[src/design/rlbp_pkg.sv]
`default_nettype none

package rlbp_pkg;

   // Sizing limits of the packer
   localparam int MAX_WIDTH = 2048;
   localparam int MAX_LINES = 4096;
   localparam int WORD_BITS = 32;

   // Field widths
   localparam int RUN_W      = 16;
   localparam int CFG_W      = 12;
   localparam int IDX_W      = 6;
   localparam int LINE_W     = 12;
   localparam int FILL_W     = $clog2(WORD_BITS);
   // A drawn run never exceeds MAX_WIDTH, so it fits in this many bits
   localparam int DRAW_W     = $clog2(MAX_WIDTH) + 1;
   // Words caused by one run, including the flush word
   localparam int WCNT_W     = DRAW_W - FILL_W;
   localparam int LCMP_W     = $clog2(MAX_LINES) + 1 > LINE_W + 1 ?
                               $clog2(MAX_LINES) + 1 : LINE_W + 1;

   // Configuration port
   localparam int CSR_IDX_W  = 2;
   localparam int CSR_DATA_W = CFG_W;

   localparam logic [CFG_W-1:0]  LINE_WIDTH_RST  = 12'd1728;
   localparam logic [CFG_W-1:0]  PAGE_HEIGHT_RST = 12'd2339;
   localparam logic [LINE_W-1:0] LINE_LAST       = '1;

   // Command queue between front and back
   localparam int QUEUE_DEPTH = 4;
   localparam int QPTR_W      = $clog2(QUEUE_DEPTH);
   localparam int QCNT_W      = $clog2(QUEUE_DEPTH + 1);

   typedef enum logic [CSR_IDX_W-1:0] {
      REG_LINE_WIDTH  = 2'd0,
      REG_PAGE_HEIGHT = 2'd1,
      REG_INVERSE     = 2'd2
   } rlbp_reg_type;

   // One classified run, ready for the packing back end
   typedef struct packed {
      logic              draw;
      logic              color;
      logic              finish;
      logic              newline;
      logic [DRAW_W-1:0] run_len;
      logic [LINE_W-1:0] line_number;
   } rlbp_cmd_type;

endpackage

`default_nettype wire

[src/design/rlbp_if.sv]
`default_nettype none

// Run input channel
interface rlbp_req_if import rlbp_pkg::*; ();
   logic             valid;
   logic             ready;
   logic [RUN_W-1:0] run_length;
   logic             line_end;

   modport source (output valid, run_length, line_end, input ready);
   modport sink (input valid, run_length, line_end, output ready);
endinterface

// Packed word output channel
interface rlbp_rsp_if import rlbp_pkg::*; ();
   logic                 valid;
   logic                 ready;
   logic [WORD_BITS-1:0] pixel_word;
   logic [IDX_W-1:0]     word_index;
   logic [LINE_W-1:0]    line_number;
   logic                 line_done;
   logic                 last_of_run;

   modport source (output valid, pixel_word, word_index, line_number, line_done,
                   last_of_run, input ready);
   modport sink (input valid, pixel_word, word_index, line_number, line_done,
                 last_of_run, output ready);
   modport monitor (input valid, ready, pixel_word, word_index, line_number,
                    line_done, last_of_run);
endinterface

// Register write channel
interface rlbp_csr_if import rlbp_pkg::*; ();
   logic                  valid;
   logic                  ready;
   logic [CSR_IDX_W-1:0]  index;
   logic [CSR_DATA_W-1:0] data;

   modport source (output valid, index, data, input ready);
   modport sink (input valid, index, data, output ready);
endinterface

`default_nettype wire

[src/design/rlbp_front.sv]
`default_nettype none

module rlbp_front import rlbp_pkg::*; (
   input  wire          clock,
   input  wire          reset,
   rlbp_req_if.sink     req_chan,
   rlbp_csr_if.sink     csr_chan,
   input  wire          queue_full,
   output logic         push,
   output rlbp_cmd_type push_cmd
);

   logic [CFG_W-1:0]  line_width_ff, line_width_in;
   logic [CFG_W-1:0]  page_height_ff, page_height_in;
   logic              inverse_ff, inverse_in;
   logic [CFG_W-1:0]  pixel_total_ff, pixel_total_in;
   logic              color_ff, color_in;
   logic              complete_ff, complete_in;
   logic [LINE_W-1:0] line_ff, line_in;

   logic [CFG_W-1:0]  width_eff;
   logic [RUN_W:0]    run_sum;
   logic              drawable;
   logic              active;
   logic              overshoot;
   logic              draw;
   logic              finish;
   logic              req_fire;
   logic              csr_fire;

   assign req_chan.ready = !queue_full;
   assign csr_chan.ready = 1'b1;
   assign req_fire = req_chan.valid && req_chan.ready;
   assign csr_fire = csr_chan.valid;

   // Classify the run against the line state
   always_comb begin
      width_eff = (line_width_ff > CFG_W'(MAX_WIDTH)) ? CFG_W'(MAX_WIDTH) : line_width_ff;
      run_sum   = (RUN_W+1)'(pixel_total_ff) + (RUN_W+1)'(req_chan.run_length);
      drawable  = (line_ff < page_height_ff) && (LCMP_W'(line_ff) < LCMP_W'(MAX_LINES));
      active    = drawable && !complete_ff;
      overshoot = (pixel_total_ff >= width_eff) || (run_sum > (RUN_W+1)'(width_eff));
      draw      = active && !overshoot;
      finish    = active && (overshoot || req_chan.line_end ||
                             (run_sum == (RUN_W+1)'(width_eff)));
   end

   assign push                 = req_fire;
   assign push_cmd.draw        = draw;
   assign push_cmd.color       = color_ff;
   assign push_cmd.finish      = finish;
   assign push_cmd.newline     = req_chan.line_end;
   assign push_cmd.run_len     = req_chan.run_length[DRAW_W-1:0];
   assign push_cmd.line_number = line_ff;

   // Line state and register updates
   always_comb begin
      line_width_in  = line_width_ff;
      page_height_in = page_height_ff;
      inverse_in     = inverse_ff;
      pixel_total_in = pixel_total_ff;
      color_in       = color_ff;
      complete_in    = complete_ff;
      line_in        = line_ff;
      if (req_fire) begin
         if (req_chan.line_end) begin
            pixel_total_in = '0;
            color_in       = inverse_ff;
            complete_in    = 1'b0;
            if (line_ff != LINE_LAST) begin
               line_in = line_ff + 1'b1;
            end
         end else begin
            if (draw) begin
               pixel_total_in = run_sum[CFG_W-1:0];
               color_in       = !color_ff;
            end
            complete_in = complete_ff || finish;
         end
      end
      if (csr_fire) begin
         case (rlbp_reg_type'(csr_chan.index))
            REG_LINE_WIDTH: begin
               line_width_in = csr_chan.data;
            end
            REG_PAGE_HEIGHT: begin
               page_height_in = csr_chan.data;
            end
            REG_INVERSE: begin
               inverse_in = csr_chan.data[0];
               color_in   = color_in ^ inverse_ff ^ csr_chan.data[0];
            end
            default: begin
               line_width_in = line_width_ff;
            end
         endcase
      end
   end

   always_ff @(posedge clock) begin
      if (reset) begin
         line_width_ff  <= LINE_WIDTH_RST;
         page_height_ff <= PAGE_HEIGHT_RST;
         inverse_ff     <= 1'b0;
         pixel_total_ff <= '0;
         color_ff       <= 1'b0;
         complete_ff    <= 1'b0;
         line_ff        <= '0;
      end else begin
         line_width_ff  <= line_width_in;
         page_height_ff <= page_height_in;
         inverse_ff     <= inverse_in;
         pixel_total_ff <= pixel_total_in;
         color_ff       <= color_in;
         complete_ff    <= complete_in;
         line_ff        <= line_in;
      end
   end

endmodule

`default_nettype wire

[src/design/rlbp_queue.sv]
`default_nettype none

module rlbp_queue import rlbp_pkg::*; (
   input  wire          clock,
   input  wire          reset,
   input  wire          push,
   input  rlbp_cmd_type push_cmd,
   input  wire          pop,
   output rlbp_cmd_type head_cmd,
   output logic         empty,
   output logic         full
);

   rlbp_cmd_type      slot_ff [QUEUE_DEPTH];
   logic [QPTR_W-1:0] wr_ptr_ff, wr_ptr_in;
   logic [QPTR_W-1:0] rd_ptr_ff, rd_ptr_in;
   logic [QCNT_W-1:0] count_ff, count_in;

   assign empty    = (count_ff == '0);
   assign full     = (count_ff == QCNT_W'(QUEUE_DEPTH));
   assign head_cmd = slot_ff[rd_ptr_ff];

   // Pointer and occupancy
   always_comb begin
      wr_ptr_in = wr_ptr_ff;
      rd_ptr_in = rd_ptr_ff;
      count_in  = count_ff;
      if (push) begin
         wr_ptr_in = wr_ptr_ff + 1'b1;
      end
      if (pop) begin
         rd_ptr_in = rd_ptr_ff + 1'b1;
      end
      if (push && !pop) begin
         count_in = count_ff + 1'b1;
      end else if (pop && !push) begin
         count_in = count_ff - 1'b1;
      end
   end

   always_ff @(posedge clock) begin
      if (reset) begin
         wr_ptr_ff <= '0;
         rd_ptr_ff <= '0;
         count_ff  <= '0;
      end else begin
         wr_ptr_ff <= wr_ptr_in;
         rd_ptr_ff <= rd_ptr_in;
         count_ff  <= count_in;
      end
   end

   // Storage
   always_ff @(posedge clock) begin
      if (push) begin
         slot_ff[wr_ptr_ff] <= push_cmd;
      end
   end

endmodule

`default_nettype wire

[src/design/rlbp_back.sv]
`default_nettype none

module rlbp_back import rlbp_pkg::*; (
   input  wire          clock,
   input  wire          reset,
   input  rlbp_cmd_type head_cmd,
   input  wire          empty,
   output logic         pop,
   rlbp_rsp_if.source   rsp_chan
);

   typedef enum logic {
      ST_IDLE,
      ST_EMIT
   } state_type;

   state_type            state_ff;
   logic [WORD_BITS-1:0] acc_ff;
   logic [FILL_W-1:0]    fill_ff;
   logic [IDX_W-1:0]     next_word_ff;
   logic [WORD_BITS-1:0] first_word_ff;
   logic [WORD_BITS-1:0] solid_ff;
   logic [WCNT_W-1:0]    remain_ff;
   logic                 first_ff;
   logic                 finish_ff;
   logic                 newline_ff;
   logic [LINE_W-1:0]    line_ff;

   logic                 rsp_valid_ff;
   logic [WORD_BITS-1:0] rsp_word_ff;
   logic [IDX_W-1:0]     rsp_index_ff;
   logic [LINE_W-1:0]    rsp_line_ff;
   logic                 rsp_done_ff;
   logic                 rsp_last_ff;

   logic [WORD_BITS-1:0] fill_mask;
   logic [WORD_BITS-1:0] merged;
   logic [WORD_BITS-1:0] solid;
   logic [DRAW_W-1:0]    bit_sum;
   logic [WCNT_W-1:0]    full_words;
   logic [FILL_W-1:0]    new_fill;
   logic                 flush;
   logic [WCNT_W-1:0]    total;
   logic                 slot_free;
   logic                 emit_fire;
   logic                 emit_last;

   assign rsp_chan.valid       = rsp_valid_ff;
   assign rsp_chan.pixel_word  = rsp_word_ff;
   assign rsp_chan.word_index  = rsp_index_ff;
   assign rsp_chan.line_number = rsp_line_ff;
   assign rsp_chan.line_done   = rsp_done_ff;
   assign rsp_chan.last_of_run = rsp_last_ff;

   assign pop       = (state_ff == ST_IDLE) && !empty;
   assign slot_free = !rsp_valid_ff || rsp_chan.ready;
   assign emit_fire = (state_ff == ST_EMIT) && slot_free;
   assign emit_last = (remain_ff == WCNT_W'(1));

   // Merge the run color into the partial word and count the words it makes
   always_comb begin
      fill_mask  = {WORD_BITS{1'b1}} >> fill_ff;
      solid      = {WORD_BITS{head_cmd.color}};
      if (head_cmd.draw) begin
         merged  = head_cmd.color ? (acc_ff | fill_mask) : (acc_ff & ~fill_mask);
         bit_sum = DRAW_W'(fill_ff) + head_cmd.run_len;
      end else begin
         merged  = acc_ff;
         bit_sum = DRAW_W'(fill_ff);
      end
      full_words = bit_sum[DRAW_W-1:FILL_W];
      new_fill   = bit_sum[FILL_W-1:0];
      flush      = head_cmd.finish && (new_fill != '0);
      total      = full_words + WCNT_W'(flush);
   end

   always_ff @(posedge clock) begin
      if (reset) begin
         state_ff     <= ST_IDLE;
         acc_ff       <= '0;
         fill_ff      <= '0;
         next_word_ff <= '0;
         rsp_valid_ff <= 1'b0;
         remain_ff    <= '0;
      end else begin
         // Output register drains independently of the sequencer
         if (!emit_fire && rsp_chan.ready) begin
            rsp_valid_ff <= 1'b0;
         end
         case (state_ff)
            ST_IDLE: begin
               if (pop) begin
                  if (head_cmd.finish || head_cmd.newline) begin
                     acc_ff  <= '0;
                     fill_ff <= '0;
                  end else begin
                     acc_ff  <= (full_words != '0) ? solid : merged;
                     fill_ff <= new_fill;
                  end
                  first_word_ff <= merged;
                  solid_ff      <= solid;
                  remain_ff     <= total;
                  first_ff      <= 1'b1;
                  finish_ff     <= head_cmd.finish;
                  newline_ff    <= head_cmd.newline;
                  line_ff       <= head_cmd.line_number;
                  if (total != '0) begin
                     state_ff <= ST_EMIT;
                  end else if (head_cmd.newline) begin
                     next_word_ff <= '0;
                  end
               end
            end
            ST_EMIT: begin
               if (emit_fire) begin
                  rsp_valid_ff <= 1'b1;
                  rsp_word_ff  <= first_ff ? first_word_ff : solid_ff;
                  rsp_index_ff <= next_word_ff;
                  rsp_line_ff  <= line_ff;
                  rsp_done_ff  <= emit_last && finish_ff;
                  rsp_last_ff  <= emit_last;
                  first_ff     <= 1'b0;
                  remain_ff    <= remain_ff - 1'b1;
                  if (emit_last) begin
                     state_ff <= ST_IDLE;
                  end
                  // Word index restarts on a new line
                  if (emit_last && newline_ff) begin
                     next_word_ff <= '0;
                  end else begin
                     next_word_ff <= next_word_ff + 1'b1;
                  end
               end
            end
            default: begin
               state_ff <= ST_IDLE;
            end
         endcase
      end
   end

endmodule

`default_nettype wire

[src/design/run_length_to_bitmap_packer.sv]
// Run-length to bitmap word packer.
// req_chan carries one run per word: run_length pixels of the current color,
// colors alternating from white (black when inverse is set) at each line start;
// line_end marks the last run of a scan line. rsp_chan returns 32-pixel words,
// first pixel at bit 31, with their index in the line, the line number, and
// flags for the line's last word and the run's last word. csr_chan writes
// line_width (0), page_height (1) and inverse (2); write only while idle.
// A combinational front stage classifies each run against the line state and
// hands a command to a four-entry queue, so runs are taken one per cycle
// while the queue has room. The back end packs one command at a time: its
// idle state pops the command and merges the run into the partial word, then
// its emit state offers each output word in turn, and only after the run's
// last word does it pop the next command. Words leave from an output register.
// Reset (synchronous) restores the register defaults, clears the line state
// and empties the queue. When the receiver stalls, the word is held in the
// output register, the back end waits, and the queue keeps taking runs until
// it fills.
`default_nettype none

module run_length_to_bitmap_packer import rlbp_pkg::*; (
   input  wire        clock,
   input  wire        reset,
   rlbp_req_if.sink   req_chan,
   rlbp_rsp_if.source rsp_chan,
   rlbp_csr_if.sink   csr_chan
);

   rlbp_cmd_type push_cmd;
   rlbp_cmd_type head_cmd;
   logic         push;
   logic         pop;
   logic         empty;
   logic         full;

   rlbp_front u_front (
      .clock      (clock),
      .reset      (reset),
      .req_chan   (req_chan),
      .csr_chan   (csr_chan),
      .queue_full (full),
      .push       (push),
      .push_cmd   (push_cmd)
   );

   rlbp_queue u_queue (
      .clock    (clock),
      .reset    (reset),
      .push     (push),
      .push_cmd (push_cmd),
      .pop      (pop),
      .head_cmd (head_cmd),
      .empty    (empty),
      .full     (full)
   );

   rlbp_back u_back (
      .clock    (clock),
      .reset    (reset),
      .head_cmd (head_cmd),
      .empty    (empty),
      .pop      (pop),
      .rsp_chan (rsp_chan)
   );

endmodule

`default_nettype wire

[src/flat_wrapper.sv]
// flat-port wrapper written by rule: the top's interface ports become plain ports
module run_length_to_bitmap_packer_flat import rlbp_pkg::*;
  (clock, reset, req_chan_valid, req_chan_run_length, req_chan_line_end, req_chan_ready, rsp_chan_valid, rsp_chan_pixel_word, rsp_chan_word_index, rsp_chan_line_number, rsp_chan_line_done, rsp_chan_last_of_run, rsp_chan_ready, csr_chan_valid, csr_chan_index, csr_chan_data, csr_chan_ready);
  rlbp_req_if req_chan_i ();
  rlbp_rsp_if rsp_chan_i ();
  rlbp_csr_if csr_chan_i ();
  input  wire clock;
  input  wire reset;
  input wire logic [$bits(req_chan_i.valid)-1:0] req_chan_valid;
  input wire logic [$bits(req_chan_i.run_length)-1:0] req_chan_run_length;
  input wire logic [$bits(req_chan_i.line_end)-1:0] req_chan_line_end;
  output wire logic [$bits(req_chan_i.ready)-1:0] req_chan_ready;
  output wire logic [$bits(rsp_chan_i.valid)-1:0] rsp_chan_valid;
  output wire logic [$bits(rsp_chan_i.pixel_word)-1:0] rsp_chan_pixel_word;
  output wire logic [$bits(rsp_chan_i.word_index)-1:0] rsp_chan_word_index;
  output wire logic [$bits(rsp_chan_i.line_number)-1:0] rsp_chan_line_number;
  output wire logic [$bits(rsp_chan_i.line_done)-1:0] rsp_chan_line_done;
  output wire logic [$bits(rsp_chan_i.last_of_run)-1:0] rsp_chan_last_of_run;
  input wire logic [$bits(rsp_chan_i.ready)-1:0] rsp_chan_ready;
  input wire logic [$bits(csr_chan_i.valid)-1:0] csr_chan_valid;
  input wire logic [$bits(csr_chan_i.index)-1:0] csr_chan_index;
  input wire logic [$bits(csr_chan_i.data)-1:0] csr_chan_data;
  output wire logic [$bits(csr_chan_i.ready)-1:0] csr_chan_ready;
  assign req_chan_i.valid = req_chan_valid;
  assign req_chan_i.run_length = req_chan_run_length;
  assign req_chan_i.line_end = req_chan_line_end;
  assign req_chan_ready = req_chan_i.ready;
  assign rsp_chan_valid = rsp_chan_i.valid;
  assign rsp_chan_pixel_word = rsp_chan_i.pixel_word;
  assign rsp_chan_word_index = rsp_chan_i.word_index;
  assign rsp_chan_line_number = rsp_chan_i.line_number;
  assign rsp_chan_line_done = rsp_chan_i.line_done;
  assign rsp_chan_last_of_run = rsp_chan_i.last_of_run;
  assign rsp_chan_i.ready = rsp_chan_ready;
  assign csr_chan_i.valid = csr_chan_valid;
  assign csr_chan_i.index = csr_chan_index;
  assign csr_chan_i.data = csr_chan_data;
  assign csr_chan_ready = csr_chan_i.ready;
  run_length_to_bitmap_packer u_core (.clock(clock), .reset(reset), .req_chan(req_chan_i), .rsp_chan(rsp_chan_i), .csr_chan(csr_chan_i));
endmodule
[config.mk]
export PLATFORM = sky130hd
export DESIGN_NAME = run_length_to_bitmap_packer_flat
export DESIGN_NICKNAME = d
export VERILOG_FILES = /design/src/design/rlbp_pkg.sv /design/src/design/rlbp_if.sv /design/src/design/rlbp_front.sv /design/src/design/rlbp_queue.sv /design/src/design/rlbp_back.sv /design/src/design/run_length_to_bitmap_packer.sv /design/src/flat_wrapper.sv
export SDC_FILE = /design/constraint.sdc
export NUM_CORES = 1
export LEC_CHECK = 0
export BUFFER_PORTS_ARGS = -buffer_cell sky130_fd_sc_hd__buf_2
export CORE_ASPECT_RATIO = 0.6
export CORE_MARGIN = 2
export CORE_UTILIZATION = 40
export DETAILED_ROUTE_END_ITERATION = 6
export GPL_TIMING_DRIVEN = 1
export SLEW_MARGIN = 25
export SYNTH_ARGS = -nofsm -noshare
export SYNTH_HDL_FRONTEND = slang
export SYNTH_SLANG_ARGS = --single-unit
[constraint.sdc]
create_clock -name clock -period 6.8 [get_ports clock]
set_input_delay 0 -clock clock [delete_from_list [all_inputs] [get_ports clock]]
set_output_delay 0 -clock clock [all_outputs]
set_load 0.05 [all_outputs]
# Word level (Yosys, flattened, before mapping)

Memory sizes are Yosys's and may differ from the RTL's. A register that Yosys moved wholly into a read port is not among the register bits.
Index checks and enable logic that the tools add are counted.

Logic and storage cells: 147
Flip-flop bits (word level): 210
RAM bits: 112
Bits of input ports: 36
Memories kept: 1

Memory list:

| name                   | words | bits a word | rd ports | clocked after Yosys merged registers in | wr ports | line             | RTL |
|---|---|---|---|---|---|---|---|
| u_core.u_queue.slot_ff | 4     | 28          | 1        | 1                                       | 1        | rlbp_queue.sv:14 | `rlbp_cmd_type slot_ff [QUEUE_DEPTH];` |

Magnitude comparators: 4
Equality and inequality tests: 10
Reduce and logical (&&, ||, !) cells: 45
Bitwise gates (word level): 7
Shift operators: 1
$add $sub $neg: 10
Mux-type cells: 42

Operator list:

| operator                                                              | number |
|---|---|
| 32-bit 2-to-1 mux                                                     | 5 |
| 12-bit 2-to-1 mux                                                     | 4 |
| 32-bit bitwise AND                                                    | 1 |
| 32-bit inverter                                                       | 1 |
| 32-bit bitwise OR                                                     | 1 |
| 32-bit by 5-bit right shift with 32-bit output (first input constant) | 1 |
| 6-bit 2-to-1 mux                                                      | 5 |
| 12-bit by 16-bit adder with 17-bit output                             | 1 |
| 17-bit by 12-bit == test with 1-bit output                            | 1 |
| 17-bit by 12-bit > comparator with 1-bit output                       | 1 |
| 1-bit 2-to-1 mux                                                      | 17 |
| 7-bit 2-to-1 mux                                                      | 2 |
| 7-bit one-hot mux with 2 select lines                                 | 1 |
| 7-bit nonzero test                                                    | 2 |
| 12-bit by 1-bit adder with 12-bit output (second input constant)      | 1 |
| 5-bit by 12-bit adder with 12-bit output                              | 1 |
| 12-bit greater-or-equal comparator                                    | 1 |
| 12-bit > comparator (second input constant)                           | 1 |
| 1-bit logical AND                                                     | 12 |
| 12-bit < comparator                                                   | 1 |
| 12-bit inequality test (second input constant)                        | 1 |
| 6-bit one-hot mux with 2 select lines                                 | 1 |
| 2-bit AND reduction                                                   | 6 |
| 3-bit AND reduction                                                   | 4 |
| 25 further kinds                                                      | 47 |

# Depth between registers and ports, before layout

Gate-level depths: netlist of run 1.

Word-level depth: 13
Gate-level depth with buffers: 21
Depth with buffers taken out: 20

# Cells and area by module

From an unflattened synthesis of run 1, not the netlist that was laid out.

Cell total of the unflattened synthesis: 1287
Area total of the unflattened synthesis: 15172.1 µm²

By module, submodules not included:

| module     | times used | cells each | area each (µm²) |
|---|---|---|---|
| rlbp_back  | 1          | 656        | 7068.0 |
| rlbp_queue | 1          | 190        | 4519.3 |
| rlbp_front | 1          | 441        | 3584.7 |

# Least setup slack after synthesis of run 1

Ideal clock, no wire load.

Kind: register to register
From: reg (tool-made name)
To: reg u_core.u_back.next_word_ff[2]
Clock period less this slack: 5.404 ns
Cell stages (with the launch flop): 18
Path buffers: 3
Arrival time: 5.272 ns
Library setup time: 0.132 ns
Slack: 1.396 ns
Path through: dfxtp_1 > buf_6 > buf_1 > buf_1 > mux4_2 > ha_1 > fa_1 > a21o_1 > a211oi_1 > o21ai_0 > o31a_1 > ha_1 > ha_1 > nor4b_1 > o2bb2ai_1 > or3_4 > o31ai_4 > a31oi_1

RTL lines:

| item                 | line             | RTL |
|---|---|---|
| to (signal assigned) | rlbp_back.sv:131 | `next_word_ff <= next_word_ff + 1'b1;` |
| to (decl)            | rlbp_back.sv:20  | `logic [IDX_W-1:0] next_word_ff;` |

==> run metrics, run 1 <==
status completed; Synth area leaders edfxtp_1 44%, dfxtp_1 15%, nand2_1 6.1%; post-layout min period between 5000 and 6000 ps; FMAX 197 MHz; H-Tree Level Count 2; Reg clk slew, reported paths roughly 70 ps; post-synth top area share a little over two fifths; initial antenna violation count 1; unrepaired setup endpoints after global routing no; Max Cap Violations 0; CTS tree done; Critical Path Max Stage Delay between 600 and 700 ps; Synthesized Nets roughly 1,400; Crit-path slowest cell dfxtp_2; TritonRoute pass-1 iters 5; detailed placement HPWL 22,300 um; first-pass GRT wire length 53,100 um; Max-slew headroom 44.9%; Setup TNS 0 ps; most frequent cell after synthesis nand2_1; maximum vdd drop between 0.1 and 0.15 mV; Clock power frac 30.0%; crit-path most repeated cell ha_1; Syn Area/Cell 11.4 um2; layout cells sized above 1 14.6%; Multi-input gate area 5620 um2; area of the mapped netlist 14,600 um2; Synth async-reset ratio 0%; IO Count 91; reg2reg path depth 15; TritonCTS buffer count 34; Slew Limit Fails 0; yosys warns 0; most area-hungry cell type in the Yosys netlist edfxtp_1; Int Power approximately 4100 uW; crit path max fanout 16; Die X around 250 um; sequential cell area between 8000 and 9000 um2; row count 54; Hold Path Cell Cnt 4; R2R setup slack 1730 ps; WL/cell 17.4 um; commonest cells in the netlist 238 x nand2_1, 212 x edfxtp_1, 112 x dfxtp_1, 95 x a21oi_1, 91 x o21ai_0; Final ANT Viol Nets 0; core area 36,100 um2; Root Buffer clkbuf_16; Main synth FF type edfxtp_1; Worst Path Arrival 5450 ps; Worst-Margin Slew 827 ps; vias in the first global route 9,726; fillers 3,293; worst-skew pair later-pin latency roughly 520 ps; # DRC 0; Power Dens Cells 366 nW/um2; PostCTS Resize Cnt 0; CTS sink count approximately 320; largest net degree at the start of global routing 74; Critical Path RT between 7000 and 8000 ps; crit share post-route 74.5%; Clock Tree Buf Depth 3; full die area roughly 38,000 um2; Synth Register Bits between 300 and 400; DRT iter0 DRCs slightly above 800; leakage 0.00631 uW; CP endpoint kind flip-flop; DRT Wirelength about 33,000 um; Seq/Total Area, Yosys 59.1%; Port Buffers between 80 and 90; layout net count 1,491; Starting Density 40.3%; Gate power share 27.6%; Switch Pwr 2080 uW; area delta synth->final 16.4%; worst-path cell chain buf_4, mux4_2, ha_1, o21ai_0, o21ai_1, and2_1, xnor2_1, nor2_1, ha_1, ha_1, nor4b_1, o2bb2ai_1, or3_4, o31ai_4, a31oi_1; total gr overflow 0; Total Routing Usage GR 17.4%; skew final 20.4 ps; Critical Path Source Type flip-flop; Setup-failing EPs final 0; vias per inst between 5 and 6; setup bufs post-CTS 0; Cell variety after synth 74; WS Path Type flip-flop to flip-flop; Vias 10,000; number of synthesized flops with an enable pin 212; switching share of power 33.5%; Tot Pwr a little over 6000 uW; Hold Fails Final Rpt 0; Seq pwr share 42.4%; Gate Count Post-Synth 1,276; die height 152 um; Hold WC Path Type input port to flip-flop; RD Place Congestion 0.836
[layout by cell type (no fill, tap or decap), drive strengths merged, types with 39 or more instances in the layout]
| cell | netlist | routed |
|---|---|---|
| dfxtp | 112 | 112 |
| buf | 6 | 98 |
| edfxtp | 212 | 212 |
| ha | 63 | 63 |
| nor2 | 63 | 63 |
| clkbuf | 53 | 42 |
| nand2 | 238 | 238 |
| a21oi | 95 | 95 |
| inv | 37 | 39 |
| o21ai | 98 | 98 |
[cells by family after synthesis]
group	share of synthesized area [%]
AO/OA/AOI/OAI	11.8
XOR/XNOR	2.16
adder cells (fa/ha/maj)	5.82
buffers and inverters	2.56
flip-flops	59.1
multiplexers	5.60
other	0.0257
AND/OR/NAND/NOR	13.0
[cell type report]
cell class                 count  share of cell area (%)
antenna                        1                  0.0147
sequential                   324                    50.7
timing repair buffer         136                    5.28
multi-input combinational    856                    33.1
inverter                      37                   0.818
tap                          476                    3.51
clock buffer                  42                    5.19
clock inverter                18                    1.31
[registers in the layout, summed over array words and instances, names as in the netlist, 2 cells and up, named ones only]
signal / cells
u_core.u_front.line_width_ff: 12
u_core.u_back.acc_ff: 32
u_core.u_back.first_word_ff: 32
u_core.u_back.rsp_chan.line_number: 12
u_core.u_back.fill_ff: 5
u_core.u_queue.slot_ff: 112
u_core.u_back.next_word_ff: 6
u_core.u_queue.count_ff: 3
u_core.u_front.page_height_ff: 12
u_core.u_back.rsp_chan.pixel_word: 32
u_core.u_front.pixel_total_ff: 12
u_core.u_front.line_ff: 12
u_core.u_queue.rd_ptr_ff: 2
u_core.u_back.remain_ff: 7
u_core.u_back.line_ff: 12
u_core.u_back.rsp_chan.word_index: 6
u_core.u_queue.wr_ptr_ff: 2
[worst max-delay path, delay by kind of cell, from the launching register on]
family,cells,cell delay (ps)
and+or+nand+nor,4,1150
adders and majority gates,3,940
DFF,1,690
muxes,1,540
buffers and inverters,1,380
xor gates and xnor gates,1,190
AOI/OAI and AO/OA,5,1030
[metal layers]
| layer | vias to the layer above | global-route usage, % | wire length, um | part of all wire [%] |
|---|---|---|---|---|
| met5 | - | 0 | 0 | 0 |
| met4 | 0 | 4.11 | 451 | 1.4 |
| met3 | 44 | 3.53 | 1960 | 6.0 |
| met2 | 290 | 23.7 | 13100 | 40 |
| met1 | 4824 | 27.8 | 17300 | 53 |
| li1 | 4883 | - | - | - |
[worst paths after layout]
| check | to | from |
|---|---|---|
| setup / recovery | u_core.u_back.next_word_ff[2] | flip-flop |
| hold / removal | u_core.u_queue.wr_ptr_ff[1] | req_chan_valid |
| setup reg to reg | u_core.u_back.next_word_ff[2] | flip-flop |
| hold reg to reg | u_core.u_back.rsp_chan.line_number[4] | u_core.u_back.line_ff[4] |
[through the flow]
stage | setup slack, ps | cell area, um2 | util (%) | instances | hold WS [ps]
CTS | 1680 | 17000 | 46.9 | 1889 | 54.5
detailed placement | 1730 | 15500 | 42.8 | 1791 | 246
floorplan | 1400 | 14600 | - | 1276 | 98.9
finish | 1730 | 17000 | 46.9 | 1890 | 72.7
global placement | 1840 | 15500 | 42.8 | 1791 | 250
global route | 1240 | 17000 | 46.9 | 1890 | 107
[power groups by stage]
stage	registers, uW	clock network (uW)	logic [uW]
after floorplan	2800	0	1110
after global placement	2680	0	1650
after detailed placement	2680	0	1680
after global routing	2680	1970	1890
after CTS	2640	1900	1710
final	2640	1860	1710
[what timing repair did]
item,CTS,global route
endpoints found under the setup margin,0,0
hold buffers,38,0
hold endpoints to repair,112,0
Note: power is estimated with default switching activity, not from simulation.
==> inputs of run 2 (changes only) <==
==> constraint.sdc (replaced) <==
create_clock -name clock -period 4.9 [get_ports clock]
set_input_delay 0 -clock clock [delete_from_list [all_inputs] [get_ports clock]]
set_output_delay 0 -clock clock [all_outputs]
set_load 0.05 [all_outputs]
==> run 2 against run 1 <==
Net effect: register-to-register slack worse by 1400 ps; via count down 0.30%; routed wire length up 2.5%; critical path type unchanged; highest routed layer unchanged; clock skew up 1.3 ps; final cell count up 0.37%; power up 39%; count of clock-buffer cells in the layout down 2; first-iteration DRC count up 16%; sequential share of layout area down 0.19 points.
==> run metrics, run 2 (synthesis results as in run 1) <==
Worst Path Arrival 5100 ps (-350 ps); setup bufs post-CTS 0 (unchanged); FMAX 218 MHz (+10%); worst-skew pair later-pin latency 590 ps (+70 ps); Worst Setup SP u_core.u_front.pixel_total_ff[0]; RD Place Congestion 0.862 (+3.0%); R2R setup slack 310 ps (-1420 ps); Gate power share 28.3% (+0.7 points); largest net degree at the start of global routing 84 (+14%); Final WS setup 309 ps (-1420 ps); post-layout min period 4590 ps (-478 ps); Critical Path Source Type flip-flop; crit share post-route 93.7% (+19 points); Critical Path Max Stage Delay 510 ps (-180 ps); Setup TNS 0 ps (unchanged); Max Cap Violations 0 (unchanged); layout net count 1,498 (+0.47%); commonest non-fill, non-tap cell in the layout nand2_1; pre-CTS setup slack 249 ps (-1480 ps); CP delay by family, top compound AO/OA/AOI/OAI gates; Biggest register u_core.u_queue.slot_ff; die height 152 um (unchanged); skew final 21.7 ps (+1.30 ps); Crit-path slowest cell or4_1; row count 54 (unchanged); CP endpoint u_core.u_front.color_ff; Total Routing Usage GR 17.6% (+0.24 points); max FFs per register 112 (unchanged); Reg clk slew, reported paths 70 ps (about the same); Max-slew headroom 37.0% (-7.9 points); # DRC 0 (unchanged); Hold WC Path Type input port to flip-flop; TritonCTS buffer count 31 (-8.8%); Clock power frac 29.6% (-0.4 points); Port Buffers 89 (unchanged); CP endpoint kind flip-flop; Worst-Margin Slew 945 ps (+118 ps); hold_sp req_chan_run_length[11]; CTS sink count 324 (unchanged); H-Tree Level Count 1 (-1); Root Buffer clkbuf_16; Vias 10,000 (-0.30%); worst-path cell chain ha_1, fa_1, a21oi_2, o21ai_0, a21oi_2, o21ai_1, nand2_1, nand2b_1, a21oi_1, xnor2_1, ha_1, a21o_1, a21o_1, or3_1, nor3_1, o21a_1, nand3_1, mux2i_1, or4_1, a21oi_1; Hold Fails Final Rpt 0 (unchanged); Critical Path RT 5410 ps (-1770 ps); status completed; maximum vdd drop 0.320 mV (+130%); Final ANT Viol Nets 0 (unchanged); Power Dens Cells 507 nW/um2 (+38%); Placed Instances 1,799 (+0.45%); Setup-failing EPs final 0 (unchanged); full die area 38,000 um2 (unchanged); initial antenna violation count 1 (unchanged); switching share of power 33.2% (-0.31 points); WS Path Type flip-flop to flip-flop; detailed placement HPWL 22,600 um (+1.5%); fillers 3,252 (-1.2%); Starting Density 40.3% (unchanged); Switch Pwr 2870 uW (+38%); Die X 250 um (unchanged); crit path max fanout 4 (-12); layout cells sized above 1 15.1% (+0.49 points); DRT iter0 DRCs 950 (+16%); vias per inst 5.28 (-0.67%); vias in the first global route 9,649 (-0.79%); most frequent cells in the layout 238 x nand2_1, 212 x edfxtp_1, 111 x dfxtp_1; total gr overflow 0 (unchanged); core area 36,100 um2 (unchanged); TritonRoute pass-1 iters 5 (unchanged); WL/cell 17.7 um (+2.1%); CTS tree done; reg2reg path depth 20 (+5); unrepaired setup endpoints after global routing no; Critical R2R Capture u_core.u_front.color_ff; first-pass GRT wire length 53,900 um (+1.4%); Non-Filler Instances 1,897 (+0.37%); Clock Tree Buf Depth 3 (unchanged); Int Power 5760 uW (+40%); Seq pwr share 42.1% (-0.3 points); IO Count 91 (unchanged); area delta synth->final 16.9%; FF-to-FF Start u_core.u_front.pixel_total_ff[0]; Slew Limit Fails 0 (unchanged); DRT Wirelength 33,600 um (+2.5%); Buf+Inv Stages, Crit Path 0 (-1); leakage 0.00635 uW (+0.72%); Crit path depth 20 (+5)
## run 2: cell types whose count changed in the layout (fill, tap and decap cells not counted), moves of 2 or more
cell,before,now
buf_4,10,18
clkbuf_16,34,31
a21oi_1,95,93
a21oi_2,0,2
bufinv_16,4,6
clkbuf_8,0,2
clkinv_2,3,5
clkinvlp_4,4,2
dlygate4sd3_1,38,40
o21ai_1,5,7
## run 2: stage by stage
step / hold WS [ps] / instance area, um2 / utilization [%] / total power (uW)
after detailed placement: 235 / 15500 / 43.0 / 6100
after global routing: 204 / 17000 / 47.1 / 9100
after CTS: 176 / 17000 / 47.1 / 8700
after floorplan: 98.9 / 14600 / - / 5420
final: 200 / 17000 / 47.1 / 8630
after global placement: 242 / 15500 / 43.0 / 6050
## run 2: worst reg2reg max path, cell delays in order, from the launching register on
cell and delay [ps]:
dfxtp_1 330, ha_1 220, fa_1 440, a21oi_2 170, o21ai_0 140, a21oi_2 190
o21ai_1 150, nand2_1 120, nand2b_1 60, a21oi_1 180, xnor2_1 180, ha_1 300
a21o_1 200, a21o_1 200, or3_1 340, nor3_1 180, o21a_1 140, nand3_1 170
mux2i_1 210, or4_1 510, a21oi_1 120
## run 2: layer usage
layer / part of all wire, % / GRT usage [%]
met5: 0 / 0
met4: 1.8 / 3.56
met3: 5.7 / 3.29
met2: 40 / 24.3
met1: 52 / 28.4
## run 2: how the worst min path moves through the flow
stage,to,cells past startpoint
6_report,u_core.u_queue.slot_ff[0][23],2
5_1_grt,u_core.u_queue.slot_ff[2][22],2
4_1_cts,u_core.u_queue.slot_ff[3][22],2
3_5_place_dp,u_core.u_front.page_height_ff[1],3
3_3_place_gp,u_core.u_front.page_height_ff[1],3
2_1_floorplan,u_core.u_queue.slot_ff[0][12],0
## run 2: cell type report
type | count | area (um2) | share of cell area [%]
diodes | 1 | 2.50 | 0.0147
repair buffers | 146 | 976 | 5.73
clock inverters | 17 | 254 | 1.49
well taps | 476 | 596 | 3.50
clock buffers | 40 | 830 | 4.87
inverters | 37 | 139 | 0.815
flip-flops and latches | 324 | 8610 | 50.5
multi-input cells | 856 | 5630 | 33.0
## run 2: repair_timing
| item | 4_1_cts | 5_1_grt |
|---|---|---|
| resized for setup | 0 | 4 |
| endpoints found under the hold margin | 111 | 0 |
| setup endpoints to repair | 0 | 13 |
| hold buffers | 40 | 0 |
## run 2: power groups by stage
stage          logic (uW)  registers (uW)  clock network [uW]
2_1_floorplan        1540            3880                   0
3_3_place_gp         2370            3680                   0
3_5_place_dp         2410            3690                   0
6_report             2450            3630                2550
4_1_cts              2450            3630                2620
5_1_grt              2690            3680                2730
==> inputs of run 3 (changes only) <==
--- a/config.mk
+++ b/config.mk
@@ -5,12 +5,14 @@
 export SDC_FILE = /design/constraint.sdc
 export NUM_CORES = 1
 export LEC_CHECK = 0
+export ABC_AREA = 1
 export BUFFER_PORTS_ARGS = -buffer_cell sky130_fd_sc_hd__buf_2
 export CORE_ASPECT_RATIO = 0.6
 export CORE_MARGIN = 2
 export CORE_UTILIZATION = 40
 export DETAILED_ROUTE_END_ITERATION = 6
 export GPL_TIMING_DRIVEN = 1
+export MAX_ROUTING_LAYER = met4
 export SLEW_MARGIN = 25
 export SYNTH_ARGS = -nofsm -noshare
 export SYNTH_HDL_FRONTEND = slang
==> run 3 against run 2 <==
Net effect: flip-flop and latch count is the same; worst hold slack lost 86 ps; design area grew 2.6%; register-to-register slack gained 290 ps; count of clock-buffer cells in the layout grew 3; first-iteration DRC count grew 13%.
==> run metrics, run 3 <==
Main synth FF type edfxtp_1; Cell variety after synth 51 (-31%); H-Tree Level Count 1 (unchanged); Seq/Total Area, Yosys 57.2% (-1.9 points); Port Buffers 89 (unchanged); layout net count 1,817 (+21%); CTS tree done; most frequent cells in the layout 369 x nand2_1, 212 x edfxtp_1, 138 x nor2_1; Min Hold Slack 114 ps (-85.8 ps); TritonRoute pass-1 iters 5 (unchanged); WS Path Type flip-flop to flip-flop; vias in the first global route 10,600 (+10%); row count 54 (unchanged); R2R setup slack 600 ps (+290 ps); Setup-failing EPs final 0 (unchanged); Biggest register u_core.u_queue.slot_ff; reg2reg path depth 21 (+5.0%); Placed Area 16,000 um2 (+3.0%); largest net degree at the start of global routing 53 (-37%); Synth area leaders edfxtp_1 42%, dfxtp_1 15%, nand2_1 9.2%; Gate Count Post-Synth 1,599 (+25%); Critical R2R Capture u_core.u_back.next_word_ff[3]; Hold Crit Endpoint u_core.u_queue.wr_ptr_ff[0]; # DRC 0 (unchanged); TritonCTS buffer count 31 (unchanged); IO Count 91 (unchanged); most area-hungry cell type in the Yosys netlist edfxtp_1; Vias 11,400 (+14%); yosys warns 0 (unchanged); DRT iter0 DRCs 1,069 (+13%); commonest cells in the netlist 370 x nand2_1, 212 x edfxtp_1, 144 x nor2_1, 136 x a21oi_1, 124 x inv_1; status completed; post-synth top area share 42.3% (-1.4 points); commonest non-fill, non-tap cell in the layout nand2_1; detailed placement HPWL 25,800 um (+14%); FMAX 232 MHz (+6.7%); core area 36,700 um2 (+1.5%); Starting Density 41.0% (+0.72 points); maximum vdd drop 0.330 mV (+3.2%); die height 154 um (+1.6%); Worst-Margin Slew 973 ps (+27.4 ps); area delta synth->final 16.0%; Reg clk slew, reported paths 60 ps (about the same); crit path max fanout 42 (+38); DRT Wirelength 37,000 um (+9.9%); total gr overflow 0 (unchanged); PostCTS Resize Cnt 0 (unchanged); Non-Filler Instances 2,244 (+18%); Root Buffer clkbuf_16; CTS sink count 324 (unchanged); Slew Limit Fails 0 (unchanged); most frequent cell after synthesis nand2_1; design area 17,500 um2 (+2.6%); Post-Route Utilization 47.6% (+0.50 points); layout cells sized above 1 11.4% (-3.6 points); vias per inst 5.08 (-3.8%); post-layout min period 4300 ps (-288 ps); Max Cap Violations 0 (unchanged); area of the mapped netlist 15,100 um2 (+3.3%); RD Place Congestion 0.911 (+5.7%); Ant. Diodes 0 (-1); Total Routing Usage GR 19.7% (+2.1 points); worst-skew pair later-pin latency 570 ps (-20 ps); Clock Tree Buf Depth 3 (unchanged); Setup TNS 0 ps (unchanged); crit share post-route 87.8% (-5.9 points); Synthesized Nets 1,701 (+23%); Final ANT Viol Nets 0 (unchanged); hold_sp req_chan_valid; Hold Path Cell Cnt 3 (+1); WL/cell 16.5 um (-7.1%); Hold WC Path Type input port to flip-flop; first-pass GRT wire length 59,200 um (+10%); CP endpoint kind flip-flop; setup bufs post-CTS 0 (unchanged); skew final 18.7 ps (-3.03 ps); unrepaired setup endpoints after global routing no; Critical Path Source Type flip-flop; initial antenna violation count 0 (-1); Worst Path Arrival 4800 ps (-300 ps); # hold bufs at CTS 42 (+5.0%); Synth async-reset ratio 0% (unchanged); Die X 254 um (+1.6%); Placed Instances 2,144 (+19%); Max-slew headroom 35.0% (-2.0 points); max FFs per register 112 (unchanged); Synth Register Bits 324 (unchanged); Power Dens Cells 568 nW/um2 (+12%); Hold Fails Final Rpt 0 (unchanged); full die area 39,300 um2 (+3.2%); number of synthesized flops with an enable pin 212 (unchanged); Syn Area/Cell 9.42 um2 (-18%); Critical Path RT 5400 ps (about the same); leakage 0.00697 uW (+9.8%)
[run 3: final cells by class]
type	count	area, um2
clock buffers	43	882
well taps	504	631
fillers	3402	19200
repair buffers	150	1050
multi-input cells	1075	5640
flip-flops and latches	324	8610
clock inverters	15	163
inverters	133	504
[run 3: cells by family after synthesis]
logic type / Yosys count / share of synthesized area, %
other: 1 / 0.0249
AO/OA/AOI/OAI: 340 / 12.1
flip-flops: 324 / 57.2
AND/OR/NAND/NOR: 646 / 18.2
adder cells (fa/ha/maj): 66 / 5.63
buffers and inverters: 200 / 5.58
multiplexers: 4 / 0.266
XOR/XNOR: 18 / 1.05
[run 3: how the worst max path moves through the flow]
stage,from,end,slack [ps],cells past startpoint
CTS,flip-flop,u_core.u_back.next_word_ff[0],610,21
global route,flip-flop,u_core.u_back.next_word_ff[5],220,21
detailed placement,flip-flop,u_core.u_back.next_word_ff[2],670,22
finish,flip-flop,u_core.u_back.next_word_ff[3],600,21
floorplan,flip-flop,u_core.u_back.next_word_ff[2],910,27
global placement,flip-flop,u_core.u_back.next_word_ff[2],830,23
[run 3: critical path, cell delays in order, from the launching register on]
cell	delay, ps
dfxtp_1	430
buf_4	420
o21ai_0	160
o22ai_1	320
ha_1	320
a31oi_1	240
xor2_1	110
o21ai_0	240
nor2_1	80
a21boi_0	220
ha_1	230
ha_1	260
or2_2	300
nor2_1	110
nand2_1	60
nor2_1	100
nand3_2	140
nand2_4	130
nand3_4	120
nand2_1	100
inv_1	40
nor2_1	100
[run 3: report_power, final]
group	leakage, uW	switching [uW]	total [uW]	internal [uW]
Clock	0.000504	1030	2450	1420
Combinational	0.00359	2620	3650	1030
Sequential	0.00288	223	3840	3610
Total	0.00697	3870	9930	6060
[run 3: stage by stage]
stage,power (uW),setup WS [ps]
floorplan,6530,909
global placement,7390,832
detailed placement,7490,668
CTS,9980,608
global route,10600,219
finish,9930,597
[run 3: layer usage]
| metal | share of wire [%] | track usage [%] | up-vias |
|---|---|---|---|
| met2 | 39 | 26.4 | 365 |
| met5 | 0 | - | - |
| li1 | - | - | 5708 |
| met1 | 52 | 31.1 | 5276 |
| met4 | 1.3 | 3.05 | 0 |
| met3 | 7.6 | 3.43 | 47 |
